`src/rtl/lgs_pkg.sv`:
```
`timescale 1ns / 1ps
// shared constants and types for the life generation step unit
package lgs_pkg;

	localparam int GRID_WIDTH_DEF  = 16;
	localparam int GRID_HEIGHT_DEF = 16;

	localparam int OPCODE_W = 2;
	localparam int COL_W    = 4;
	localparam int ROW_W    = 4;
	localparam int MASK_W   = 9;
	localparam int PADDR_W  = 3;
	localparam int PDATA_W  = 32;

	localparam logic [OPCODE_W-1:0] OP_WRITE = 2'd0;
	localparam logic [OPCODE_W-1:0] OP_READ  = 2'd1;
	localparam logic [OPCODE_W-1:0] OP_STEP  = 2'd2;

	localparam logic REG_SURVIVAL = 1'b0;
	localparam logic REG_BIRTH    = 1'b1;

	// default rule set: survive on two or three, born on three
	localparam logic [MASK_W-1:0] SURVIVAL_RESET = 9'd12;
	localparam logic [MASK_W-1:0] BIRTH_RESET    = 9'd8;

	// neighborhood of the cell under update, edges already masked
	typedef struct packed {
		logic [7:0] nbr;
		logic       center;
	} win_t;

endpackage

```
`src/rtl/lgs_if.sv`:
```
`timescale 1ns / 1ps
// request and response channel interfaces
interface lgs_req_if;
	logic                          valid;
	logic                          ready;
	logic [lgs_pkg::OPCODE_W-1:0]  opcode;
	logic [lgs_pkg::COL_W-1:0]     col;
	logic [lgs_pkg::ROW_W-1:0]     row;
	logic                          cell_in;

	modport source (output valid, opcode, col, row, cell_in, input ready);
	modport sink (input valid, opcode, col, row, cell_in, output ready);
endinterface

interface lgs_rsp_if;
	logic valid;
	logic ready;
	logic cell_out;
	logic op_done;

	modport source (output valid, cell_out, op_done, input ready);
	modport sink (input valid, cell_out, op_done, output ready);
endinterface

```
`src/rtl/lgs_ram.sv`:
```
`timescale 1ns / 1ps
// generic single write, single read ram with registered read data
module lgs_ram #(
	parameter int WIDTH = 1,
	parameter int DEPTH = 256
) (
	input  logic                     clk,
	input  logic                     we,
	input  logic [$clog2(DEPTH)-1:0] waddr,
	input  logic [WIDTH-1:0]         wdata,
	input  logic [$clog2(DEPTH)-1:0] raddr,
	output logic [WIDTH-1:0]         rdata
);

	logic [WIDTH-1:0] mem_q [DEPTH];

	always_ff @(posedge clk) begin
		if (we) begin
			mem_q[waddr] <= wdata;
		end
		rdata <= mem_q[raddr];
	end

endmodule

```
`src/rtl/lgs_window.sv`:
```
`timescale 1ns / 1ps
// two-row line buffer giving the 3x3 neighborhood of the cell under update
module lgs_window #(
	parameter int GRID_WIDTH = lgs_pkg::GRID_WIDTH_DEF
) (
	input  logic          clk,
	input  logic          arst_n,
	input  logic          clr,
	input  logic          push,
	input  logic          push_bit,
	input  logic          adv,
	output lgs_pkg::win_t win
);
	import lgs_pkg::*;

	localparam int W      = GRID_WIDTH;
	localparam int SH_LEN = 2 * W + 3;
	localparam int CW     = $clog2(W);

	logic [SH_LEN-1:0] sh_q;
	logic [CW-1:0]     col_q;
	logic              at_left;
	logic              at_right;

	always_ff @(posedge clk or negedge arst_n) begin
		if (!arst_n) begin
			sh_q  <= '0;
			col_q <= '0;
		end else if (clr) begin
			sh_q  <= '0;
			col_q <= '0;
		end else begin
			if (push) begin
				sh_q <= {sh_q[SH_LEN-2:0], push_bit};
			end
			if (adv) begin
				col_q <= at_right ? '0 : col_q + 1'b1;
			end
		end
	end

	assign at_left  = (col_q == '0);
	assign at_right = (col_q == CW'(W - 1));

	// newest bit is the lower right neighbor; rows above and below the grid read as zero
	assign win.nbr[0] = sh_q[0]         & ~at_right;
	assign win.nbr[1] = sh_q[1];
	assign win.nbr[2] = sh_q[2]         & ~at_left;
	assign win.nbr[3] = sh_q[W]         & ~at_right;
	assign win.nbr[4] = sh_q[W + 2]     & ~at_left;
	assign win.nbr[5] = sh_q[2 * W]     & ~at_right;
	assign win.nbr[6] = sh_q[2 * W + 1];
	assign win.nbr[7] = sh_q[2 * W + 2] & ~at_left;
	assign win.center = sh_q[W + 1];

endmodule

```
`src/rtl/lgs_rule.sv`:
```
`timescale 1ns / 1ps
// neighbor count and survival / birth rule for one cell
module lgs_rule (
	input  lgs_pkg::win_t                win,
	input  logic [lgs_pkg::MASK_W-1:0]   survival_mask,
	input  logic [lgs_pkg::MASK_W-1:0]   birth_mask,
	output logic                         nxt
);
	import lgs_pkg::*;

	always_comb begin
		logic [3:0] cnt;
		cnt = '0;
		for (int i = 0; i < 8; i++) begin
			cnt = cnt + 4'(win.nbr[i]);
		end
		nxt = win.center ? survival_mask[cnt] : birth_mask[cnt];
	end

endmodule

```
`src/rtl/life_generation_step_unit.sv`:
```
`timescale 1ns / 1ps
// life generation step unit: top level with sequencer, double-buffered grid and config port
// responses: a write or unused opcode loads the response register when taken, a read after ST_RD, an
// advance at the end of ST_GEN (one cell per cycle through the shared neighbor/rule unit, plus line buffer fill)
// throughput: one request at a time; the next is taken once the response register is free
// reset: masks return to {2,3} survive / {3} born, then a clearing pass over all W*H cells
// zeroes both grid buffers before the first request is taken
module life_generation_step_unit #(
	parameter int GRID_WIDTH  = lgs_pkg::GRID_WIDTH_DEF,
	parameter int GRID_HEIGHT = lgs_pkg::GRID_HEIGHT_DEF
) (
	input  logic                         clk,
	input  logic                         arst_n,
	input  logic                         psel,
	input  logic                         penable,
	input  logic                         pwrite,
	input  logic [lgs_pkg::PADDR_W-1:0]  paddr,
	input  logic [lgs_pkg::PDATA_W-1:0]  pwdata,
	output logic [lgs_pkg::PDATA_W-1:0]  prdata,
	output logic                         pready,
	lgs_req_if.sink                      req,
	lgs_rsp_if.source                    rsp
);
	import lgs_pkg::*;

	localparam int N     = GRID_WIDTH * GRID_HEIGHT;
	localparam int AW    = $clog2(N);
	localparam int LAST  = N + GRID_WIDTH + 2;
	localparam int CNT_W = $clog2(LAST + 1);
	// first cycle of an advance at which the window holds a complete neighborhood
	localparam int WR_START = GRID_WIDTH + 3;

	typedef enum logic [3:0] {
		ST_CLR  = 4'b0001,
		ST_IDLE = 4'b0010,
		ST_RD   = 4'b0100,
		ST_GEN  = 4'b1000
	} state_t;

	state_t            state_q;
	logic [CNT_W-1:0]  cnt_q;
	logic              sel_q;       // which buffer holds the visible grid
	logic              rvalid_q;    // read data this cycle belongs to the grid
	logic              rd_in_q;     // read request addressed a cell inside the grid
	logic              out_valid_q;
	logic              cell_out_q;
	logic [MASK_W-1:0] survival_q;
	logic [MASK_W-1:0] birth_q;

	logic          req_fire;
	logic          in_grid;
	logic [AW-1:0] req_addr;
	logic          cfg_wr;
	logic          gen_we;
	logic [AW-1:0] gen_waddr;
	logic          rule_bit;
	logic          rsp_load;
	win_t          win;

	// current / next buffer ports before steering to the two rams
	logic          cur_we;
	logic [AW-1:0] cur_waddr;
	logic          cur_wdata;
	logic          nxt_we;
	logic [AW-1:0] nxt_waddr;
	logic          nxt_wdata;
	logic [AW-1:0] raddr;
	logic          cur_rdata;
	logic          ram0_we;
	logic          ram1_we;
	logic [AW-1:0] ram0_waddr;
	logic [AW-1:0] ram1_waddr;
	logic          ram0_wdata;
	logic          ram1_wdata;
	logic          ram0_rdata;
	logic          ram1_rdata;

	// config port: always ready, register picked by word address
	assign pready = 1'b1;
	assign cfg_wr = psel & penable & pwrite;
	assign prdata = (paddr[2] == REG_BIRTH) ? PDATA_W'(birth_q) : PDATA_W'(survival_q);

	// request decode
	assign req.ready = (state_q == ST_IDLE) && (!out_valid_q || rsp.ready);
	assign req_fire  = req.valid && req.ready;
	assign in_grid   = (32'(req.col) < 32'(GRID_WIDTH)) && (32'(req.row) < 32'(GRID_HEIGHT));
	assign req_addr  = AW'(32'(req.row) * 32'(GRID_WIDTH) + 32'(req.col));

	// response register
	assign rsp.valid    = out_valid_q;
	assign rsp.cell_out = cell_out_q;
	assign rsp.op_done  = 1'b1;

	// a response is loaded when a read finishes, an advance ends, or a write / unused
	// opcode is taken; the register is always empty or draining at that edge
	assign rsp_load = (state_q == ST_RD) ||
	                  ((state_q == ST_GEN) && (cnt_q == CNT_W'(LAST))) ||
	                  (req_fire && (req.opcode != OP_READ) && (req.opcode != OP_STEP));

	// advance sweep: read cell k of the visible grid, write cell k - (W + 3) of the other
	assign gen_we    = (state_q == ST_GEN) && (cnt_q >= CNT_W'(WR_START));
	assign gen_waddr = AW'(cnt_q - CNT_W'(WR_START));

	always_comb begin
		cur_we    = 1'b0;
		cur_waddr = req_addr;
		cur_wdata = req.cell_in;
		nxt_we    = gen_we;
		nxt_waddr = gen_waddr;
		nxt_wdata = rule_bit;
		if (state_q == ST_CLR) begin
			// clearing pass writes zeros into both buffers
			cur_we    = 1'b1;
			cur_waddr = cnt_q[AW-1:0];
			cur_wdata = 1'b0;
			nxt_we    = 1'b1;
			nxt_waddr = cnt_q[AW-1:0];
			nxt_wdata = 1'b0;
		end else if (req_fire && req.opcode == OP_WRITE && in_grid) begin
			cur_we = 1'b1;
		end
	end

	assign raddr = (state_q == ST_GEN) ? cnt_q[AW-1:0] : req_addr;

	assign ram0_we    = sel_q ? nxt_we : cur_we;
	assign ram0_waddr = sel_q ? nxt_waddr : cur_waddr;
	assign ram0_wdata = sel_q ? nxt_wdata : cur_wdata;
	assign ram1_we    = sel_q ? cur_we : nxt_we;
	assign ram1_waddr = sel_q ? cur_waddr : nxt_waddr;
	assign ram1_wdata = sel_q ? cur_wdata : nxt_wdata;
	assign cur_rdata  = sel_q ? ram1_rdata : ram0_rdata;

	lgs_ram #(
		.WIDTH (1),
		.DEPTH (N)
	) u_grid0 (
		.clk   (clk),
		.we    (ram0_we),
		.waddr (ram0_waddr),
		.wdata (ram0_wdata),
		.raddr (raddr),
		.rdata (ram0_rdata)
	);

	lgs_ram #(
		.WIDTH (1),
		.DEPTH (N)
	) u_grid1 (
		.clk   (clk),
		.we    (ram1_we),
		.waddr (ram1_waddr),
		.wdata (ram1_wdata),
		.raddr (raddr),
		.rdata (ram1_rdata)
	);

	// line buffer: shifts one cell per cycle once the first read data is back
	lgs_window #(
		.GRID_WIDTH (GRID_WIDTH)
	) u_window (
		.clk      (clk),
		.arst_n   (arst_n),
		.clr      (req_fire && req.opcode == OP_STEP),
		.push     ((state_q == ST_GEN) && (cnt_q != '0)),
		.push_bit (rvalid_q & cur_rdata),
		.adv      (gen_we),
		.win      (win)
	);

	lgs_rule u_rule (
		.win           (win),
		.survival_mask (survival_q),
		.birth_mask    (birth_q),
		.nxt           (rule_bit)
	);

	// sequencer
	always_ff @(posedge clk or negedge arst_n) begin
		if (!arst_n) begin
			state_q     <= ST_CLR;
			cnt_q       <= '0;
			sel_q       <= 1'b0;
			rvalid_q    <= 1'b0;
			rd_in_q     <= 1'b0;
			out_valid_q <= 1'b0;
			cell_out_q  <= 1'b0;
			survival_q  <= SURVIVAL_RESET;
			birth_q     <= BIRTH_RESET;
		end else begin
			if (cfg_wr) begin
				if (paddr[2] == REG_BIRTH) begin
					birth_q <= pwdata[MASK_W-1:0];
				end else begin
					survival_q <= pwdata[MASK_W-1:0];
				end
			end

			if (rsp_load) begin
				out_valid_q <= 1'b1;
			end else if (rsp.valid && rsp.ready) begin
				out_valid_q <= 1'b0;
			end

			rvalid_q <= (state_q == ST_GEN) && (cnt_q < CNT_W'(N));

			unique case (state_q)
				ST_CLR: begin
					if (cnt_q == CNT_W'(N - 1)) begin
						cnt_q   <= '0;
						state_q <= ST_IDLE;
					end else begin
						cnt_q <= cnt_q + 1'b1;
					end
				end
				ST_IDLE: begin
					if (req_fire) begin
						priority if (req.opcode == OP_READ) begin
							rd_in_q <= in_grid;
							state_q <= ST_RD;
						end else if (req.opcode == OP_STEP) begin
							cnt_q   <= '0;
							state_q <= ST_GEN;
						end else begin
							// write or unused opcode: done in this cycle
							cell_out_q <= 1'b0;
						end
					end
				end
				ST_RD: begin
					cell_out_q <= rd_in_q & cur_rdata;
					state_q    <= ST_IDLE;
				end
				ST_GEN: begin
					if (cnt_q == CNT_W'(LAST)) begin
						// last cell written: the new generation becomes visible
						cnt_q      <= '0;
						sel_q      <= ~sel_q;
						cell_out_q <= 1'b0;
						state_q    <= ST_IDLE;
					end else begin
						cnt_q <= cnt_q + 1'b1;
					end
				end
				default: begin
					state_q <= ST_IDLE;
				end
			endcase
		end
	end

endmodule
```
`src/flat_wrapper.sv`:
```
// flat-port wrapper written by rule: the top's interface ports become plain ports
module life_generation_step_unit_flat import lgs_pkg::*;
#(
	parameter int GRID_WIDTH  = lgs_pkg::GRID_WIDTH_DEF,
	parameter int GRID_HEIGHT = lgs_pkg::GRID_HEIGHT_DEF
)
  (clk, arst_n, psel, penable, pwrite, paddr, pwdata, prdata, pready, req_valid, req_opcode, req_col, req_row, req_cell_in, req_ready, rsp_valid, rsp_cell_out, rsp_op_done, rsp_ready);
  lgs_req_if req_i ();
  lgs_rsp_if rsp_i ();
  input  logic clk;
  input  logic arst_n;
  input  logic psel;
  input  logic penable;
  input  logic pwrite;
  input  logic [lgs_pkg::PADDR_W-1:0] paddr;
  input  logic [lgs_pkg::PDATA_W-1:0] pwdata;
  output logic [lgs_pkg::PDATA_W-1:0] prdata;
  output logic pready;
  input wire logic [$bits(req_i.valid)-1:0] req_valid;
  input wire logic [$bits(req_i.opcode)-1:0] req_opcode;
  input wire logic [$bits(req_i.col)-1:0] req_col;
  input wire logic [$bits(req_i.row)-1:0] req_row;
  input wire logic [$bits(req_i.cell_in)-1:0] req_cell_in;
  output wire logic [$bits(req_i.ready)-1:0] req_ready;
  output wire logic [$bits(rsp_i.valid)-1:0] rsp_valid;
  output wire logic [$bits(rsp_i.cell_out)-1:0] rsp_cell_out;
  output wire logic [$bits(rsp_i.op_done)-1:0] rsp_op_done;
  input wire logic [$bits(rsp_i.ready)-1:0] rsp_ready;
  assign req_i.valid = req_valid;
  assign req_i.opcode = req_opcode;
  assign req_i.col = req_col;
  assign req_i.row = req_row;
  assign req_i.cell_in = req_cell_in;
  assign req_ready = req_i.ready;
  assign rsp_valid = rsp_i.valid;
  assign rsp_cell_out = rsp_i.cell_out;
  assign rsp_op_done = rsp_i.op_done;
  assign rsp_i.ready = rsp_ready;
  life_generation_step_unit #(.GRID_WIDTH(GRID_WIDTH), .GRID_HEIGHT(GRID_HEIGHT)) u_core (.clk(clk), .arst_n(arst_n), .psel(psel), .penable(penable), .pwrite(pwrite), .paddr(paddr), .pwdata(pwdata), .prdata(prdata), .pready(pready), .req(req_i), .rsp(rsp_i));
endmodule
```
`config.mk`:
```
export PLATFORM = sky130hd
export DESIGN_NAME = life_generation_step_unit_flat
export DESIGN_NICKNAME = d
export VERILOG_FILES = /design/src/rtl/lgs_pkg.sv /design/src/rtl/lgs_if.sv /design/src/rtl/lgs_ram.sv /design/src/rtl/lgs_window.sv /design/src/rtl/lgs_rule.sv /design/src/rtl/life_generation_step_unit.sv /design/src/flat_wrapper.sv
export SDC_FILE = /design/constraint.sdc
export NUM_CORES = 1
export LEC_CHECK = 0
export BUFFER_PORTS_ARGS = -buffer_cell sky130_fd_sc_hd__buf_2
export CAP_MARGIN = 40
export CORE_ASPECT_RATIO = 0.5
export CORE_UTILIZATION = 50
export CTS_BUF_LIST = sky130_fd_sc_hd__clkbuf_8
export DETAILED_ROUTE_END_ITERATION = 7
export HOLD_SLACK_MARGIN = 0.06
export MAX_ROUTING_LAYER = met4
export PLACE_DENSITY_LB_ADDON = 0.15
export SYNTH_ARGS = -nofsm -noshare
export SYNTH_HDL_FRONTEND = slang
export SYNTH_HIERARCHICAL = 1
export SYNTH_SLANG_ARGS = --single-unit
```
`constraint.sdc`:
```
create_clock -name clk -period 12.4 [get_ports clk]
set_clock_uncertainty 0.15 [all_clocks]
set_input_delay 1.24 -clock clk [delete_from_list [all_inputs] [get_ports clk]]
set_output_delay 1.24 -clock clk [all_outputs]
set_load 0.005 [all_outputs]
```
; Yosys cells after proc, flatten, opt, wreduce, memory -nomap -nowiden
; Memory sizes are Yosys's and may differ from the RTL's. A register that Yosys moved wholly into a read port is not among the register bits.
; Cells that the tools add are included.
[op_classes]
n_addsub = 11
magnitude_cmp = 3
reduce_logical = 30
eq_ne = 18
n_bitwise = 14
muxes = 49
[ops]
columns = operator, n
row1 = 35-bit two-way mux, 2
row2 = 9-bit two-way mux, 6
row3 = 8-bit two-way mux, 5
row4 = 4-bit two-way mux, 8
row5 = 9-bit one-hot mux with 3 select lines, 1
row6 = 1-bit two-way mux, 23
row7 = 4-bit by 1-bit adder with 4-bit output, 4
row8 = 2-bit != test (second input constant), 6
row9 = 4-bit one-hot mux with 3 select lines, 1
row10 = 1-bit logical AND, 11
row11 = 1-bit bitwise AND, 10
row12 = 9-bit by 1-bit adder with 9-bit output (second input constant), 1
row13 = 9-bit by 8-bit == test with 1-bit output (second input constant), 1
row14 = 9-bit == test (second input constant), 1
row15 = 9-bit by 5-bit >= comparator with 1-bit output (second input constant), 1
row16 = 9-bit < comparator (second input constant), 1
row17 = 9-bit nonzero test, 1
row18 = 8-bit by 4-bit adder with 8-bit output, 1
row19 = 1-bit binary-select mux with 4-bit select, 2
row20 = 4-bit == test (second input constant), 2
row21 = 4-bit AND reduction, 2
row22 = 8-bit by 5-bit subtractor with 8-bit output (second input constant), 1
row23 = 2-bit AND reduction, 3
row24 = 2-bit nonzero test, 3
row25 = 21 further kinds, 28
[word_totals]
mem_bits_rw = 512
out_inout_bits = 37
n_memories = 2
wordCells = 138
register_bits = 75
[mem_list]
columns = name, depth, word_bits, read_ports, rd_clocked_by_memory_dff, wr, line
row1 = u_core.u_grid0.mem_q, 256, 1, 1, 1, 1, lgs_ram.sv:15  ; logic [WIDTH-1:0] mem_q [DEPTH];
row2 = u_core.u_grid1.mem_q, 256, 1, 1, 1, 1, lgs_ram.sv:15

; Longest topological paths before layout
[logic_depth]
word_depth = 15
ltp_mapped = 15
ltp_nobuf = 15

; By module
; Netlist, hierarchy kept.
[modules_own_cells]
columns = module, area_per_inst_um2, seq_area_each_um2, cells_per_inst, n_inst
row1 = lgs_ram, 11128.2, 7707.4, 788, 2
row2 = life_generation_step_unit, 2700.1, 905.9, 314, 1
row3 = lgs_window, 1680.4, 975.9, 145, 1
row4 = lgs_rule, 319.1, 0.0, 24, 1

; Worst setup path before layout
; OpenSTA, ideal clock, no wires.
[synth_timing]
kind = register -> register
from = register u_core.u_window.col_q[0]
to = memory u_core.u_grid0.mem_q[0], data pin
t_arrival_ps = 9421
path_stages_with_launch = 16
path_slack_ps = 1439
required_time_ps = 10860
cell_sequence = dfrtp_1 inv_2 ha_1 nor3b_1 nor2b_1 fa_1 fa_1 inv_1 fa_1 inv_1 fa_1 mux4_1 mux4_2 mux2_4 mux2i_1 nor2_1
[synth_lines]
columns = element, line
row1 = start: declaration, lgs_window.sv:21  ; logic [CW-1:0] col_q;
row2 = start signal: assignment, lgs_window.sv:37  ; col_q <= at_right ? '0 : col_q + 1'b1;
row3 = end: declaration, lgs_ram.sv:15

==> results.py <==
metrics = {
    "run_status": {
        "status": "complete, no violations",
    },
    "yosys": {
        "synth.area.top_cells": "edfxtp_1 57%, nor2_1 8.3%, mux4_2 7.1%",
        "postSynthAreaPerCell_um2": 13.1,
        "syn_area_um2": 27000,
        "synth_top_family_by_area": "multiplexers",
        "yosysUniqueCellTypes": 66,
        "yosysMostFrequentCell": "nor2_1",
        "yosys_register_bits": 589,
        "synth_common_cells": "597 x nor2_1, 512 x edfxtp_1, 146 x mux2i_1, 98 x clkbuf_1, 85 x mux4_2",
        "synth_mux_area_share_pct": 14.2,
        "yosys.area_share.simple_pct": 12.8,
        "synth_flop_cell": "edfxtp_1",
        "ys_seq_area_share_pct": 64.2,
        "synthXorXnorAreaFrac_pct": 0.130,
        "yosysWarnings": 6,
        "synth_compound_area_share_pct": 4.44,
        "synth_edf_count": 512,
        "synthArstFlopShare_pct": 12.7,
        "synthDominantCellAreaShare_pct": 57.0,
        "postSynthCellCount": 2059,
        "synth_adder_area_share_pct": 0.761,
        "yosys.area.top_type": "edfxtp_1",
    },
    "clock_network": {
        "numClockSinks": 589,
        "cts_tree": "yes",
        "cts_max_path_buffers": 3,
        "holdBufCountCts": 0,
        "cts_inserted_buffers": 85,
        "post_cts_resized": 0,
        "htree_levels": 3,
        "clk_pin_slew_worst_paths_ps": 70,
        "ctsRootBufferMaster": "clkbuf_8",
        "clk_latency_ps": 660,
        "postCtsSetupBuffers": 0,
    },
    "placement": {
        "place.gp.congestion": 0.795,
        "dp_cells": 2707,
        "portBuffers": 39,
        "dpl_cell_area_um2": 28100,
        "dp_hpwl_um": 37500,
        "place_ws_ps": 6570,
    },
    "worst_setup_path": {
        "r2r_slack_ps": 6520,
        "cp_max_fo": 94,
        "startpoint_type": "flip-flop",
        "end_kind": "flip-flop",
        "cp.required_ps": 12600,
        "rr_startpoint": "u_core/u_window/col_q[0]$_DFFE_PN0P_",
        "path_class": "reg2reg",
        "cp_data_arrival_time_ps": 6080,
        "reg2reg_depth": 16,
        "rr_endpoint": "u_core/u_grid0/mem_q[85]$_DFFE_PP_",
    },
    "die": {
        "core-area_um2": 52600,
        "rows": 59,
        "die_area_um2": 54900,
        "initial_core_util_pct": 51.2,
        "die_h_um": 166,
        "die_x_um": 330,
        "io_pins": 90,
    },
    "power": {
        "power_mw": 3.81,
        "cellPowerDensity_nw_per_um2": 129,
        "ir_drop_mv": 0.0823,
        "p_leak_nw": 10.2,
    },
    "finish": {
        "finalNonFillerCells": 2865,
        "fillers": 4327,
        "diodes": 0,
        "nets": 2160,
        "stdcell_area_um2": 29700,
        "final_util_pct": 56.4,
        "syn_to_final_growth_pct": 10.1,
        "drive_gt1_share_pct": 15.4,
    },
    "global_routing": {
        "met3_usage_pct": 4.35,
        "grt_pass1_vias": 16400,
        "grt_antenna_before_repair": 0,
        "grt-ovfl-total": 0,
        "busiest_layer": "met2",
        "grt_max_degree": 107,
        "grt_use_met1_pct": 32.4,
        "grt_util_all_layers_pct": 23.9,
        "grt_use_met2_pct": 37.5,
        "grt_pass1_wl_um": 95900,
    },
    "route": {
        "viasPerCell": 5.83,
        "drc_errors": 0,
        "ant_nets": 0,
        "routedWlPerCell_um": 22.0,
        "firstDrtPassIters": 5,
        "drt_wl_total_um": 62900,
        "vias": 16700,
        "drtIter0Drc": 1774,
    },
    "sta": {
        "setup_ws_ps": 6520,
        "rsz0062_at_grt": "no",
        "slew_headroom_pct": 33.7,
        "max_freq_ghz": 0.170,
        "finalMaxSlewViolations": 0,
        "tightestPinTransition_ps": 984,
        "period_share_pct": 47.4,
        "hold_viol_final": 0,
        "setup_viol": 0,
        "min_period_ps": 5880,
        "tns_ps": 0,
        "timing.hold.ws_ps": 305,
    },
    "hold_path": {
        "hold_path_class": "in2async",
    },
    "job": {
        "max_cap_violations": 0,
    },
}
==> layer usage <==
layer	wire [µm]	part of all wire, %	vias up
met5	0	0	-
met4	1110	1.8	0
met3	4010	6.4	104
met2	30100	48	562
met1	27700	44	8489
li1	-	-	7544
==> worst max-delay path: stages, from the launching register on <==
cell and delay, ps:
dfrtp_1 410, inv_2 80, ha_1 130, nor3b_1 320, nor2b_1 120, fa_1 510, fa_1 510, inv_1 50
fa_1 630, mux4_1 610, mux4_2 460, mux2_4 320, mux2i_1 260, nor2_4 40, buf_4 280, buf_4 350
buf_16 280
==> kinds of logic (layout without fill, tap and decap cells) <==
logic type,count (synthesis),count (layout)
adders and majority gates,14,14
and+or+nand+nor,822,822
other,2,25
DFF,589,589
xor gates and xnor gates,4,4
AOI/OAI and AO/OA,178,178
buffers and inverters,185,267
muxes,265,265
==> registers in the layout, indices dropped and copies added (netlist names) <==
name / cells
u_core/u_grid0/mem_q: 256
u_core/u_grid1/mem_q: 256
u_core/u_window/sh_q: 35
u_core/birth_q: 9
u_core/cnt_q: 9
u_core/survival_q: 9
u_core/state_q: 4
u_core/u_window/col_q: 4
u_core/rd_in_q: 1
u_core/rsp.cell_out: 1
u_core/rsp.valid: 1
u_core/rvalid_q: 1
u_core/sel_q: 1
u_core/u_grid0/rdata: 1
u_core/u_grid1/rdata: 1
==> worst max path at each step <==
stage	start	end	slack, ps	cells past startpoint
6_report	u_core/u_window/col_q[0]$_DFFE_PN0P_	u_core/u_grid0/mem_q[85]$_DFFE_PP_	6520	16
5_1_grt	u_core/u_window/col_q[0]$_DFFE_PN0P_	u_core/u_grid0/mem_q[88]$_DFFE_PP_	6320	18
4_1_cts	u_core/u_window/col_q[0]$_DFFE_PN0P_	u_core/u_grid0/mem_q[85]$_DFFE_PP_	6530	16
3_5_place_dp	u_core/u_window/col_q[0]$_DFFE_PN0P_	u_core/u_grid0/mem_q[83]$_DFFE_PP_	6570	18
3_3_place_gp	u_core/u_window/col_q[0]$_DFFE_PN0P_	u_core/u_grid0/mem_q[88]$_DFFE_PP_	6070	17
2_1_floorplan	u_core/u_window/col_q[0]$_DFFE_PN0P_	u_core/u_grid0/mem_q[0]$_DFFE_PP_	1440	15
==> layout make-up <==
cell class	count	area (µm²)	area share (%)
clock inverters	68	335	1.13
well taps	701	877	2.96
repair buffers	93	1000	3.37
flip-flops and latches	589	17300	58.3
clock buffers	90	1240	4.17
multi-input cells	1308	8870	29.9
inverters	16	60.1	0.202
==> where the power goes <==
group	internal, mW	switching (mW)	total (mW)
sequential	2.22	0.00972	2.23
combinational	0.0403	0.0945	0.135
clock	0.715	0.739	1.45
total	2.97	0.843	3.81
==> cell usage in the layout, fill, tap and decap left out, drive strengths merged, types with 5 or more instances in the layout <==
cell type  synthesis  routed
buf               70      93
a21oi             24      24
nand3b             9       9
inv               16      54
nand4              5       5
a22oi             18      18
o21ai             35      35
mux2i            146     146
and2               6       6
clkinv             0      24
nor3              12      12
clkbuf            99      90
nor2b             28      28
nor2             598     598
mux4              89      89
nand2             84      84
mux2              30      30
dfrtp             71      71
a31oi             11      11
o22ai             47      47
ha                10      10
conb               2      25
nand3             35      35
edfxtp           512     512
and3               5       5
a22o              19      19
nor4              11      11
nor3b              6       6
No activity file was read; power rests on OpenSTA's default activity.
